==> src/design/hrlp_pkg.sv <==
// Shared types and constants for the HTTP request line parser.
// Used by the front, queue and back parts and by the top level.
package hrlp_pkg;

	localparam int POSITION_BITS_DEF = 16;

	// Byte class codes produced by the front part
	typedef struct packed {
		logic is_cr;
		logic is_lf;
		logic is_sp;
		logic is_upper;
		logic is_alpha;
		logic is_digit;
		logic is_slash;
		logic is_dot;
		logic is_colon;
		logic is_minus;
		logic is_pct;
		logic is_qmark;
		logic is_plus;
		logic is_nul;
		logic is_bslash;
		logic is_h;
		logic is_t;
		logic is_p;
		logic is_nz_digit;
	} byte_class_t;

	typedef struct packed {
		logic [7:0]  data;
		byte_class_t cls;
	} class_word_t;

	localparam int CLASS_WORD_BITS = $bits(class_word_t);

	localparam logic [2:0] ST_MORE     = 3'd0;
	localparam logic [2:0] ST_DONE     = 3'd1;
	localparam logic [2:0] ST_BAD_METH = 3'd2;
	localparam logic [2:0] ST_BAD_REQ  = 3'd3;
	localparam logic [2:0] ST_BAD_09   = 3'd4;

	localparam logic [3:0] MK_NONE      = 4'd0;
	localparam logic [3:0] MK_REQ_START = 4'd1;
	localparam logic [3:0] MK_METH_END  = 4'd2;
	localparam logic [3:0] MK_SCH_START = 4'd3;
	localparam logic [3:0] MK_SCH_END   = 4'd4;
	localparam logic [3:0] MK_HOST_ST   = 4'd5;
	localparam logic [3:0] MK_HOST_END  = 4'd6;
	localparam logic [3:0] MK_HOST_URI  = 4'd7;
	localparam logic [3:0] MK_PORT_URI  = 4'd8;
	localparam logic [3:0] MK_URI_START = 4'd9;
	localparam logic [3:0] MK_URI_END   = 4'd10;
	localparam logic [3:0] MK_ARGS      = 4'd11;
	localparam logic [3:0] MK_EXTEN     = 4'd12;
	localparam logic [3:0] MK_PROTO     = 4'd13;
	localparam logic [3:0] MK_URI_REQ   = 4'd14;
	localparam logic [3:0] MK_REQ_END   = 4'd15;

	localparam logic [1:0] M_UNKNOWN = 2'd0;
	localparam logic [1:0] M_GET     = 2'd1;
	localparam logic [1:0] M_HEAD    = 2'd2;
	localparam logic [1:0] M_POST    = 2'd3;

	localparam logic [9:0] VER_MAX = 10'd999;

	// Classify one raw byte
	function automatic byte_class_t classify(input logic [7:0] c);
		byte_class_t r;
		logic [7:0]  l;
		l = c | 8'h20;
		r.is_cr       = (c == 8'h0D);
		r.is_lf       = (c == 8'h0A);
		r.is_sp       = (c == 8'h20);
		r.is_upper    = (c >= 8'h41) && (c <= 8'h5A);
		r.is_alpha    = (l >= 8'h61) && (l <= 8'h7A);
		r.is_digit    = (c >= 8'h30) && (c <= 8'h39);
		r.is_nz_digit = (c >= 8'h31) && (c <= 8'h39);
		r.is_slash    = (c == 8'h2F);
		r.is_dot      = (c == 8'h2E);
		r.is_colon    = (c == 8'h3A);
		r.is_minus    = (c == 8'h2D);
		r.is_pct      = (c == 8'h25);
		r.is_qmark    = (c == 8'h3F);
		r.is_plus     = (c == 8'h2B);
		r.is_nul      = (c == 8'h00);
		r.is_bslash   = (c == 8'h5C);
		r.is_h        = (c == 8'h48);
		r.is_t        = (c == 8'h54);
		r.is_p        = (c == 8'h50);
		return r;
	endfunction

endpackage

==> src/design/hrlp_front.sv <==
// Front part: accepts raw bytes and attaches their character classes.
// Depends on hrlp_pkg.
module hrlp_front (
	input  logic                  clk,
	input  logic                  arst_n,
	input  logic                  in_valid,
	output logic                  in_stall,
	input  logic [7:0]            data_byte,
	output logic                  cw_valid,
	input  logic                  cw_stall,
	output hrlp_pkg::class_word_t cw
);

	logic                  valid_q;
	hrlp_pkg::class_word_t word_q;

	assign in_stall = valid_q && cw_stall;
	assign cw_valid = valid_q;
	assign cw       = word_q;

	// advance the classified word register
	always_ff @(posedge clk or negedge arst_n) begin
		if (!arst_n) begin
			valid_q <= 1'b0;
		end else if (!in_stall) begin
			valid_q <= in_valid;
		end
	end

	always_ff @(posedge clk) begin
		if (!in_stall && in_valid) begin
			word_q.data <= data_byte;
			word_q.cls  <= hrlp_pkg::classify(data_byte);
		end
	end

endmodule

==> src/design/hrlp_queue.sv <==
// Two-entry word queue between front and back parts.
// Depends on hrlp_pkg.
module hrlp_queue (
	input  logic                  clk,
	input  logic                  arst_n,
	input  logic                  wr_valid,
	output logic                  wr_stall,
	input  hrlp_pkg::class_word_t wr_word,
	output logic                  rd_valid,
	input  logic                  rd_stall,
	output hrlp_pkg::class_word_t rd_word
);

	hrlp_pkg::class_word_t mem_q [2];
	logic                  wp_q;
	logic                  rp_q;
	logic [1:0]            cnt_q;
	logic                  push;
	logic                  pop;

	assign wr_stall = (cnt_q == 2'd2);
	assign rd_valid = (cnt_q != 2'd0);
	assign rd_word  = mem_q[rp_q];
	assign push     = wr_valid && !wr_stall;
	assign pop      = rd_valid && !rd_stall;

	// hold pointers and fill count
	always_ff @(posedge clk or negedge arst_n) begin
		if (!arst_n) begin
			wp_q  <= 1'b0;
			rp_q  <= 1'b0;
			cnt_q <= 2'd0;
		end else begin
			if (push) wp_q <= ~wp_q;
			if (pop) rp_q <= ~rp_q;
			cnt_q <= cnt_q + {1'b0, push} - {1'b0, pop};
		end
	end

	always_ff @(posedge clk) begin
		if (push) mem_q[wp_q] <= wr_word;
	end

endmodule

==> src/design/hrlp_back.sv <==
// Back part: runs the request line state machine on classified words.
// Depends on hrlp_pkg.
module hrlp_back #(
	parameter int POSITION_BITS = hrlp_pkg::POSITION_BITS_DEF
) (
	input  logic                  clk,
	input  logic                  arst_n,
	input  logic                  backslash_as_slash,
	input  logic                  cw_valid,
	output logic                  cw_stall,
	input  hrlp_pkg::class_word_t cw,
	output logic                  out_valid,
	input  logic                  out_stall,
	output logic [2:0]            status,
	output logic [3:0]            mark,
	output logic [15:0]           position,
	output logic [1:0]            method,
	output logic [9:0]            version_major,
	output logic [9:0]            version_minor,
	output logic                  flag_complex,
	output logic                  flag_quoted,
	output logic                  flag_plus,
	output logic                  flag_nul
);

	typedef enum logic [4:0] {
		PH_START, PH_METHOD, PH_SP_URI, PH_SCHEME, PH_SCH_SL, PH_SCH_SL2,
		PH_HOST, PH_PORT, PH_AFTER_SL, PH_CHECK, PH_URI, PH_V09, PH_H,
		PH_HT, PH_HTT, PH_HTTP, PH_MAJ1, PH_MAJ, PH_MIN1, PH_MIN, PH_ALMOST
	} phase_t;

	localparam logic [POSITION_BITS-1:0] POS_MAX = '1;

	phase_t                   ph_q, ph_d;
	logic [POSITION_BITS-1:0] off_q, pos, off_d;
	logic [31:0]              let_q, let_d;
	logic [2:0]               len_q, len_d;
	logic [1:0]               meth_q, meth_d;
	logic [9:0]               maj_q, maj_d, min_q, min_d;
	logic [3:0]               fl_q, fl_d;
	logic                     cr_q, cr_d;
	logic [2:0]               st;
	logic [3:0]               mk;
	logic                     take;
	logic                     bs;
	logic [13:0]              dig_maj, dig_min;
	logic [3:0]               dval;
	hrlp_pkg::byte_class_t    k;
	logic                     valid_q;

	assign out_valid = valid_q;
	assign cw_stall  = valid_q && out_stall;
	assign take      = cw_valid && !cw_stall;
	assign k         = cw.cls;
	assign bs        = backslash_as_slash && k.is_bslash;
	assign pos       = (ph_q == PH_START) ? '0 : off_q;
	assign dval      = cw.data[3:0];
	assign dig_maj   = {4'd0, maj_q} * 14'd10 + {10'd0, dval};
	assign dig_min   = {4'd0, min_q} * 14'd10 + {10'd0, dval};

	// work out next state and result for one word
	always_comb begin
		ph_d = ph_q; let_d = let_q; len_d = len_q; meth_d = meth_q;
		maj_d = maj_q; min_d = min_q; fl_d = fl_q; cr_d = cr_q;
		st = hrlp_pkg::ST_MORE; mk = hrlp_pkg::MK_NONE;
		case (ph_q)
			PH_START: begin
				if (!(k.is_cr || k.is_lf)) begin
					if (!k.is_upper) st = hrlp_pkg::ST_BAD_METH;
					else begin
						let_d = {let_q[23:0], cw.data};
						len_d = (len_q < 3'd5) ? len_q + 3'd1 : len_q;
						mk = hrlp_pkg::MK_REQ_START; ph_d = PH_METHOD;
					end
				end
			end
			PH_METHOD: begin
				if (k.is_sp) begin
					if (len_q == 3'd3 && let_q[23:0] == 24'h474554)
						meth_d = hrlp_pkg::M_GET;
					else if (len_q == 3'd4 && let_q == 32'h48454144)
						meth_d = hrlp_pkg::M_HEAD;
					else if (len_q == 3'd4 && let_q == 32'h504F5354)
						meth_d = hrlp_pkg::M_POST;
					mk = hrlp_pkg::MK_METH_END; ph_d = PH_SP_URI;
				end else if (!k.is_upper) st = hrlp_pkg::ST_BAD_METH;
				else begin
					let_d = {let_q[23:0], cw.data};
					len_d = (len_q < 3'd5) ? len_q + 3'd1 : len_q;
				end
			end
			PH_SP_URI: begin
				if (k.is_alpha) begin mk = hrlp_pkg::MK_SCH_START; ph_d = PH_SCHEME; end
				else if (k.is_slash) begin mk = hrlp_pkg::MK_URI_START; ph_d = PH_AFTER_SL; end
				else if (!k.is_sp) st = hrlp_pkg::ST_BAD_REQ;
			end
			PH_SCHEME: begin
				if (!k.is_alpha) begin
					if (k.is_colon) begin mk = hrlp_pkg::MK_SCH_END; ph_d = PH_SCH_SL; end
					else st = hrlp_pkg::ST_BAD_REQ;
				end
			end
			PH_SCH_SL: begin
				if (k.is_slash) ph_d = PH_SCH_SL2; else st = hrlp_pkg::ST_BAD_REQ;
			end
			PH_SCH_SL2: begin
				if (k.is_slash) begin mk = hrlp_pkg::MK_HOST_ST; ph_d = PH_HOST; end
				else st = hrlp_pkg::ST_BAD_REQ;
			end
			PH_HOST: begin
				if (!(k.is_alpha || k.is_digit || k.is_dot || k.is_minus)) begin
					if (k.is_colon) begin mk = hrlp_pkg::MK_HOST_END; ph_d = PH_PORT; end
					else if (k.is_slash) begin
						mk = hrlp_pkg::MK_HOST_URI; ph_d = PH_AFTER_SL;
					end else st = hrlp_pkg::ST_BAD_REQ;
				end
			end
			PH_PORT: begin
				if (!k.is_digit) begin
					if (k.is_slash) begin mk = hrlp_pkg::MK_PORT_URI; ph_d = PH_AFTER_SL; end
					else st = hrlp_pkg::ST_BAD_REQ;
				end
			end
			PH_AFTER_SL, PH_CHECK, PH_URI: begin
				if (k.is_sp) begin mk = hrlp_pkg::MK_URI_END; ph_d = PH_V09; end
				else if (k.is_cr) begin
					mk = hrlp_pkg::MK_URI_END; min_d = 10'd9; cr_d = 1'b1; ph_d = PH_ALMOST;
				end else if (k.is_lf) begin
					mk = hrlp_pkg::MK_URI_REQ; min_d = 10'd9; st = hrlp_pkg::ST_DONE;
				end else if (ph_q == PH_AFTER_SL) begin
					if (k.is_dot || k.is_slash || bs) begin fl_d[0] = 1'b1; ph_d = PH_URI; end
					else if (k.is_pct) begin fl_d[1] = 1'b1; ph_d = PH_URI; end
					else if (k.is_qmark) begin mk = hrlp_pkg::MK_ARGS; ph_d = PH_URI; end
					else if (k.is_plus) fl_d[2] = 1'b1;
					else if (k.is_nul) fl_d[3] = 1'b1;
					else ph_d = PH_CHECK;
				end else if (ph_q == PH_CHECK) begin
					if (k.is_slash) ph_d = PH_AFTER_SL;
					else if (k.is_dot) mk = hrlp_pkg::MK_EXTEN;
					else if (bs) begin fl_d[0] = 1'b1; ph_d = PH_AFTER_SL; end
					else if (k.is_pct) begin fl_d[1] = 1'b1; ph_d = PH_URI; end
					else if (k.is_plus) fl_d[2] = 1'b1;
					else if (k.is_qmark) begin mk = hrlp_pkg::MK_ARGS; ph_d = PH_URI; end
					else if (k.is_nul) fl_d[3] = 1'b1;
				end else begin
					if (k.is_plus) fl_d[2] = 1'b1;
					else if (k.is_nul) fl_d[3] = 1'b1;
				end
			end
			PH_V09: begin
				if (k.is_cr) begin min_d = 10'd9; cr_d = 1'b1; ph_d = PH_ALMOST; end
				else if (k.is_lf) begin
					min_d = 10'd9; mk = hrlp_pkg::MK_REQ_END; st = hrlp_pkg::ST_DONE;
				end else if (k.is_h) begin mk = hrlp_pkg::MK_PROTO; ph_d = PH_H; end
				else if (!k.is_sp) st = hrlp_pkg::ST_BAD_REQ;
			end
			PH_H: if (k.is_t) ph_d = PH_HT; else st = hrlp_pkg::ST_BAD_REQ;
			PH_HT: if (k.is_t) ph_d = PH_HTT; else st = hrlp_pkg::ST_BAD_REQ;
			PH_HTT: if (k.is_p) ph_d = PH_HTTP; else st = hrlp_pkg::ST_BAD_REQ;
			PH_HTTP: if (k.is_slash) ph_d = PH_MAJ1; else st = hrlp_pkg::ST_BAD_REQ;
			PH_MAJ1: begin
				if (!k.is_nz_digit) st = hrlp_pkg::ST_BAD_REQ;
				else begin maj_d = {6'd0, dval}; ph_d = PH_MAJ; end
			end
			PH_MAJ: begin
				if (k.is_dot) ph_d = PH_MIN1;
				else if (!k.is_digit) st = hrlp_pkg::ST_BAD_REQ;
				else maj_d = (dig_maj > 14'd999) ? hrlp_pkg::VER_MAX : dig_maj[9:0];
			end
			PH_MIN1: begin
				if (!k.is_digit) st = hrlp_pkg::ST_BAD_REQ;
				else begin min_d = {6'd0, dval}; ph_d = PH_MIN; end
			end
			PH_MIN: begin
				if (k.is_cr) begin cr_d = 1'b1; ph_d = PH_ALMOST; end
				else if (k.is_lf) begin mk = hrlp_pkg::MK_REQ_END; st = hrlp_pkg::ST_DONE; end
				else if (!k.is_digit) st = hrlp_pkg::ST_BAD_REQ;
				else min_d = (dig_min > 14'd999) ? hrlp_pkg::VER_MAX : dig_min[9:0];
			end
			PH_ALMOST: begin
				if (k.is_lf) begin mk = hrlp_pkg::MK_REQ_END; st = hrlp_pkg::ST_DONE; end
				else st = hrlp_pkg::ST_BAD_REQ;
			end
			default: ;
		endcase
		if (st == hrlp_pkg::ST_DONE && maj_d == 10'd0 && min_d == 10'd9 &&
		    meth_d != hrlp_pkg::M_GET)
			st = hrlp_pkg::ST_BAD_09;
		off_d = (ph_d == PH_START) ? '0 :
			((pos < POS_MAX) ? pos + POSITION_BITS'(1) : POS_MAX);
	end

	// hold parse state and the result word; restart after any final status
	always_ff @(posedge clk or negedge arst_n) begin
		if (!arst_n) begin
			ph_q <= PH_START; off_q <= '0; let_q <= '0; len_q <= '0;
			meth_q <= hrlp_pkg::M_UNKNOWN; maj_q <= '0; min_q <= '0;
			fl_q <= '0; cr_q <= 1'b0; valid_q <= 1'b0;
			status <= hrlp_pkg::ST_MORE; mark <= hrlp_pkg::MK_NONE; position <= '0;
			method <= hrlp_pkg::M_UNKNOWN; version_major <= '0; version_minor <= '0;
			flag_complex <= 1'b0; flag_quoted <= 1'b0; flag_plus <= 1'b0;
			flag_nul <= 1'b0;
		end else begin
			if (!cw_stall) valid_q <= cw_valid;
			if (take) begin
				if (st != hrlp_pkg::ST_MORE) begin
					ph_q <= PH_START; off_q <= '0; let_q <= '0; len_q <= '0;
					meth_q <= hrlp_pkg::M_UNKNOWN; maj_q <= '0; min_q <= '0;
					fl_q <= '0; cr_q <= 1'b0;
				end else begin
					ph_q <= ph_d; off_q <= off_d; let_q <= let_d; len_q <= len_d;
					meth_q <= meth_d; maj_q <= maj_d; min_q <= min_d;
					fl_q <= fl_d; cr_q <= cr_d;
				end
				status        <= st;
				mark          <= mk;
				position      <= 16'(pos);
				method        <= meth_d;
				version_major <= maj_d;
				version_minor <= min_d;
				flag_complex  <= fl_d[0];
				flag_quoted   <= fl_d[1];
				flag_plus     <= fl_d[2];
				flag_nul      <= fl_d[3];
			end
		end
	end

endmodule

==> src/design/http_request_line_parser_core.sv <==
// HTTP request line parser: top level joining front, queue and back parts.
// Depends on hrlp_pkg, hrlp_front, hrlp_queue and hrlp_back.
//
// Usage: raw request line bytes enter on data_byte with in_valid; a word is
// taken at a clock edge where in_valid is high and in_stall is low. Every
// byte yields one result word on out_valid/out_stall carrying status, mark,
// position, method, version and URI flags.
// Path: a taken byte passes the classifier register, one queue entry and the
// state machine's result register before it is offered as a result.
// Throughput is one byte per cycle while the receiver does not stall.
// When the receiver stalls, the result register holds, the queue fills and
// then the input stalls; nothing is lost. Reset (arst_n low) empties every
// stage and returns the parser to the start phase; backslash_as_slash
// resets to 0 and is written by cfg_we with cfg_data. The user must write
// it only while the block idles; the block itself does not enforce this.
// After a final status (done or an error) the parser restarts by itself.
module http_request_line_parser_core #(
	parameter int POSITION_BITS = hrlp_pkg::POSITION_BITS_DEF
) (
	input  logic        clk,
	input  logic        arst_n,
	input  logic        cfg_we,
	input  logic        cfg_data,
	input  logic        in_valid,
	output logic        in_stall,
	input  logic [7:0]  data_byte,
	output logic        out_valid,
	input  logic        out_stall,
	output logic [2:0]  status,
	output logic [3:0]  mark,
	output logic [15:0] position,
	output logic [1:0]  method,
	output logic [9:0]  version_major,
	output logic [9:0]  version_minor,
	output logic        flag_complex,
	output logic        flag_quoted,
	output logic        flag_plus,
	output logic        flag_nul
);

	logic                  bs_q;
	logic                  f_valid, f_stall, q_valid, q_stall;
	hrlp_pkg::class_word_t f_word, q_word;

	// hold the configuration register
	always_ff @(posedge clk or negedge arst_n) begin
		if (!arst_n) begin
			bs_q <= 1'b0;
		end else if (cfg_we) begin
			bs_q <= cfg_data;
		end
	end

	hrlp_front u_front (
		.clk(clk), .arst_n(arst_n), .in_valid(in_valid), .in_stall(in_stall),
		.data_byte(data_byte), .cw_valid(f_valid), .cw_stall(f_stall), .cw(f_word)
	);

	hrlp_queue u_queue (
		.clk(clk), .arst_n(arst_n), .wr_valid(f_valid), .wr_stall(f_stall),
		.wr_word(f_word), .rd_valid(q_valid), .rd_stall(q_stall), .rd_word(q_word)
	);

	hrlp_back #(.POSITION_BITS(POSITION_BITS)) u_back (
		.clk(clk), .arst_n(arst_n), .backslash_as_slash(bs_q),
		.cw_valid(q_valid), .cw_stall(q_stall), .cw(q_word),
		.out_valid(out_valid), .out_stall(out_stall),
		.status(status), .mark(mark), .position(position), .method(method),
		.version_major(version_major), .version_minor(version_minor),
		.flag_complex(flag_complex), .flag_quoted(flag_quoted),
		.flag_plus(flag_plus), .flag_nul(flag_nul)
	);

endmodule
==> config.mk <==
export PLATFORM = sky130hd
export DESIGN_NAME = http_request_line_parser_core
export DESIGN_NICKNAME = d
export VERILOG_FILES = /design/src/design/hrlp_pkg.sv /design/src/design/hrlp_front.sv /design/src/design/hrlp_queue.sv /design/src/design/hrlp_back.sv /design/src/design/http_request_line_parser_core.sv
export SDC_FILE = /design/constraint.sdc
export NUM_CORES = 1
export LEC_CHECK = 0
export BUFFER_PORTS_ARGS = -buffer_cell sky130_fd_sc_hd__buf_2
export CAP_MARGIN = 25
export CORE_MARGIN = 2
export CORE_UTILIZATION = 62
export CTS_CLUSTER_SIZE = 12
export DETAILED_ROUTE_END_ITERATION = 7
export GPL_TIMING_DRIVEN = 0
export PLACE_DENSITY_LB_ADDON = 0.05
export SYNTH_ARGS = -nofsm -noshare
export SYNTH_HDL_FRONTEND = slang
export SYNTH_HIERARCHICAL = 1
export SYNTH_SLANG_ARGS = --single-unit
==> constraint.sdc <==
create_clock -name clk -period 4.03 [get_ports clk]
set_clock_uncertainty 0.2 [all_clocks]
set_input_delay 0.806 -clock clk [delete_from_list [all_inputs] [get_ports clk]]
set_output_delay 0.806 -clock clk [all_outputs]
set_load 0.02 [all_outputs]
# [Word level (Yosys, flattened, before mapping)]
# Memories as Yosys holds them, arrays and structs flattened.
# Cells that the tools add are included.
[totals] ff_bits=165 ramBits=54 memories=1 wordCells=310 input_bits=14
[memory_table] name="u_queue.mem_q" depth=2 width=27 read_ports=1 rd_ports_with_merged_regs=0 wr=1 line="hrlp_queue.sv:14" text="hrlp_pkg::class_word_t mem_q [2];"
[op_classes] n_mux=163 n_reduce_logical=36 n_mul=2 addsub=6 bitwise_logic=2 order_cmp=11 eq_ne=45
[op_table] operator="2-to-1 mux 5 bit" count=40
[op_table] operator="2-to-1 mux 10 bit" count=14
[op_table] operator="2-to-1 mux 4 bit" count=34
[op_table] operator="2-to-1 mux 32 bit" count=4
[op_table] operator="case mux 5 bit (18 select lines)" count=1
[op_table] operator="2-to-1 mux 3 bit" count=25
[op_table] operator="equality test 32 x 31 -> 1 bit (second input constant)" count=2
[op_table] operator="equality test 8 x 6 -> 1 bit (second input constant)" count=8
[op_table] operator="2-to-1 mux 16 bit" count=4
[op_table] operator="case mux 32 bit (2 select lines)" count=1
[op_table] operator="case mux 3 bit (16 select lines)" count=1
[op_table] operator="2-to-1 mux 2 bit" count=23
[op_table] operator="case mux 4 bit (11 select lines)" count=1
[op_table] operator="equality test 5 x 4 -> 1 bit (second input constant)" count=8
[op_table] operator="case mux 10 bit (4 select lines)" count=1
[op_table] operator="equality test 8 x 7 -> 1 bit (second input constant)" count=4
[op_table] operator="adder 14 x 4 -> 14 bit" count=2
[op_table] operator="> comparator 14 x 10 -> 1 bit (second input constant)" count=2
[op_table] operator="multiplier 10 x 3 -> 13 bit (second input constant)" count=2
[op_table] operator="equality test 5 bit (second input constant)" count=5
[op_table] operator="equality test 24 x 23 -> 1 bit (second input constant)" count=1
[op_table] operator="equality test 5 x 3 -> 1 bit (second input constant)" count=4
[op_table] operator="case mux 10 bit (2 select lines)" count=1
[op_table] operator="adder 16 x 1 -> 16 bit (second input constant)" count=1
[op_table] operator="other kinds (33)" count=76

# [Logic depth before layout (Yosys ltp)]
# An unclocked memory read counts as a cell.
[logic_depth] ltp_word=16 ltp_mapped=18

# [By module]
# Netlist, hierarchy kept.
[by_module_without_submodules] mod="hrlp_back" area_per_inst_um2=9034.9 cells_each=1063 seq_area_each_um2=3303.2 n_inst=1
[by_module_without_submodules] mod="hrlp_queue" area_per_inst_um2=2255.9 cells_each=102 seq_area_each_um2=1721.7 n_inst=1
[by_module_without_submodules] mod="hrlp_front" area_per_inst_um2=1122.3 cells_each=73 seq_area_each_um2=835.8 n_inst=1
[by_module_without_submodules] mod="http_request_line_parser_core" area_per_inst_um2=40.0 cells_each=2 seq_area_each_um2=25.0 n_inst=1

# [Least setup slack after synthesis]
# No wires, ideal clock.
[synth_path] kind="reg-to-reg" from="register u_queue.rp_q" to="register u_back.status[0]" n_path_buf=2 slack_ns=0.368 t_arrival_ns=3.338 setup_ns=0.124 path_stages_with_launch=15 period_less_slack_ns=3.662 required_ns=3.706 cell_sequence="dfrtp_1 -> buf_6 -> buf_12 -> mux2_4 -> ha_1 -> fa_1 -> a21oi_1 -> nor2_1 -> xnor2_1 -> a2111oi_2 -> o211ai_1 -> a2111o_1 -> nor4_1 -> nand4_1 -> a21boi_1"
[synth_lines] item="from (decl)" line="hrlp_queue.sv:16" text="logic rp_q;"
[synth_lines] item="from (signal assigned)" line="hrlp_queue.sv:35" text="if (pop) rp_q <= ~rp_q;"
[synth_lines] item="to (signal assigned)" line="hrlp_back.sv:215" text="status <= st;"
[synth_lines] item="to (decl)" line="hrlp_back.sv:14" text="output logic [2:0] status,"

==> metrics <==
critical path's largest stage delay=~0.44 ns; Slew @ Worst Pin=0.9392 ns; Worst-path clk slew=approximately 0.060 ns; setup violators final=0; delay-heaviest family, CP=compound AO/OA/AOI/OAI gates; Async SR Flop Fraction=0.6301; EDFF count, synth=81; antenna viol nets, final=0; Max Fclk=252.7 MHz; Yosys warnings=6; Synth Flop Type=dfrtp_1; hold crit path type=flop to flop; drt via density=about 6.5; worst-path cell chain=buf_12 > buf_12 > mux2_4 > ha_2 > fa_2 > buf_4 > xor2_1 > o21ai_0 > o21ai_0 > o211ai_1 > a2111o_1 > nor4_4 > nand4_1 > a21boi_1; critical setup path kind=flop to flop; Final HPWL DP=between 20 and 25 mm; clk sink count=about 220; Synth Register Bits=roughly 220; RePlAce Congestion=around 1; Nets=about 1400; sequential area share after synthesis=0.4726; Initial Utilization=0.6357; fin crit period=just under 4 ns; Power per Cell Area=683.2 mW/mm^2; clk buf depth=3; Mean Syn Cell Area=approximately 10 sq um; grt total ovfl=0; via count=~10000; top cell type's share of synthesized area=0.2773; WP data arrival=4.17 ns; commonest non-fill, non-tap cell in the layout=nand2_1; total die area=about 0.021 sq mm; commonest cells after routing, fill and taps aside=nand2_1 (154), dfrtp_1 (137), o21ai_0 (113); clk root buf=clkbuf_16; Max Used Layer=met4; cell taking the most area after synthesis=dfrtp_1; largest net degree at the start of global routing=99; Area Growth Syn to Fin=14.24%; Crit-path slowest cell=fa_2; WL met1=about 15 mm; initial antenna violation count=1; Leakage=a little over 6 nW; CP bufs+invs=3; Hold Violations, Final=0; Die X=between 100 and 150 um; GRT Total Usage=0.3255; Peak VDD IR=~0.62 mV; crit-path max FO=10; Mapped Nets=1302; die outline height=approximately 150 um; Final period util=0.9818; CTS tree=done; ranking of synthesized cells by area=dfrtp_1 (28%), edfxtp_1 (20%), nand2_1 (4.6%); met2 wire len=between 15 and 20 mm; Slew HR=0.3651; Slew Limit Fails=0; H-tree depth=1; library cells used by synthesis=99; Layout Utilization=0.7262; diode count=0; Wirelength per Cell=approximately 21 um; number of global-route vias before repair=slightly below 10000; number of I/O port buffers=64; # rows=just over 50; status=completed; fraction of layout instances using a drive strength above 1=0.1662; Mapped Area=0.01245 sq mm; first-pass GRT wire length=55.32 mm; startpoint types=flop; Final TNS setup=0 ns; number of remaining DRC errors=0; DR WL met3=around 2.8 mm; total iterations of the first detailed-routing run=5; critical path data required time=roughly 4.2 ns; Worst-Skew Late Latency=between 0.5 and 0.6 ns; 1st-iter DRT viols=905; cells after synthesis=1240; # Max-Cap Violations=0; core area=roughly 0.02 sq mm; CTS buffer count=24; IO Count=65; Post-Route WL=about 35 mm; Setup crit end kind=flop
synth_stat cells, drive strengths merged, types with 32 or more instances:
cell and number:
mux2 32, clkbuf 37, edfxtp 81, ha 44, a22o 39, nand2 155, nor2 82, a21oi 56
inv 40, nor3 36, o21ai 115, dfrtp 138
through the flow:
step | cells | hold WS [ns] | instance area (sq um) | setup WS, ns | power [W]
2_1_floorplan | 1240 | 0.2215 | 12450 | 0.3685 | 0.005975
3_3_place_gp | 1569 | 0.2237 | 13110 | -0.2856 | 0.007208
3_5_place_dp | 1574 | 0.2306 | 13220 | -0.3779 | 0.007343
4_1_cts | 1619 | 0.2431 | 14050 | 0.02571 | 0.009505
5_1_grt | 1625 | 0.2593 | 14230 | -0.03375 | 0.01020
6_report | 1625 | 0.2436 | 14230 | 0.07318 | 0.009720
kinds of logic (layout without fill, tap and decap cells):
group                      count (synthesis)  after routing  share of synthesized area
AOI/OAI and AO/OA                        360            360                     0.1953
xor gates and xnor gates                  26             26                    0.01829
DFF                                      219            219                     0.4726
muxes                                     35             35                    0.03738
buffers and inverters                    106            226                    0.04320
adders and majority gates                 48             48                    0.05064
and+or+nand+nor                          446            446                     0.1826
where the power goes:
group	total [W]	switching (W)	internal, W
combinational	0.00453	0.00295	0.00158
clock	0.00209	0.000866	0.00122
sequential	0.00310	0.000285	0.00282
what timing repair did:
item                       CTS  global route
setup endpoints to repair   72            49
cloned                       0             0
pin swaps                    1            15
resized for setup           15            28
hold endpoints to repair    20             0
hold buffers                 1             0
setup buffers                0             9
sequential cells by signal (all words and copies together) (netlist names), 2 cells and up:
signal	flops
u_back/let_q	32
u_back/min_q	10
u_back/ph_q	5
u_back/version_minor	10
u_front/cw	27
u_back/version_major	10
u_back/off_q	16
u_back/meth_q	2
u_queue/mem_q	54
u_back/position	16
u_back/maj_q	10
u_back/mark	4
u_back/fl_q	4
u_back/method	2
u_back/len_q	3
u_queue/cnt_q	2
u_back/status	3
final timing paths:
path                                      from              endpoint  slack, ns  cells past startpoint
worst max-delay path              u_queue/rp_q      u_back/status[0]       0.07                     14
worst min-delay path            u_front/cw[26]  u_queue/mem_q[1][26]       0.24                      0
worst max register to register    u_queue/rp_q      u_back/status[0]       0.07                     14
worst min register to register  u_front/cw[26]  u_queue/mem_q[1][26]       0.24                      0
max in group asynchronous               arst_n       u_back/maj_q[1]       2.24                      3
min in group asynchronous               arst_n          u_queue/wp_q       0.57                      2
final cells by class:
cell class                      count  area, sq um
Fill cell                        1438         5364
Timing Repair Buffer               79        505.5
Buffer                             63        394.1
Sequential cell                   219         5887
Clock inverter                      7        68.82
Clock buffer                       37        679.4
Multi-Input combinational cell    915         6210
Inverter                           40        150.1
Tap cell                          265        331.6
worst register-to-register path, delay by kind of cell (launching register included):
family	cells	cell delay, ns
compound gates	5	1.14
fa+ha+maj	2	0.66
buf+inv	3	0.46
flops	1	0.39
simple gates	2	0.36
mux	1	0.35
xor+xnor	1	0.29
per-layer routing:
metal  vias up  global-route usage
met3        79             0.05611
met5         -                   0
li1       4823                   -
met4         0             0.09412
met2       476              0.5104
met1      5106              0.4704
No activity file was read; power rests on OpenSTA's default activity.
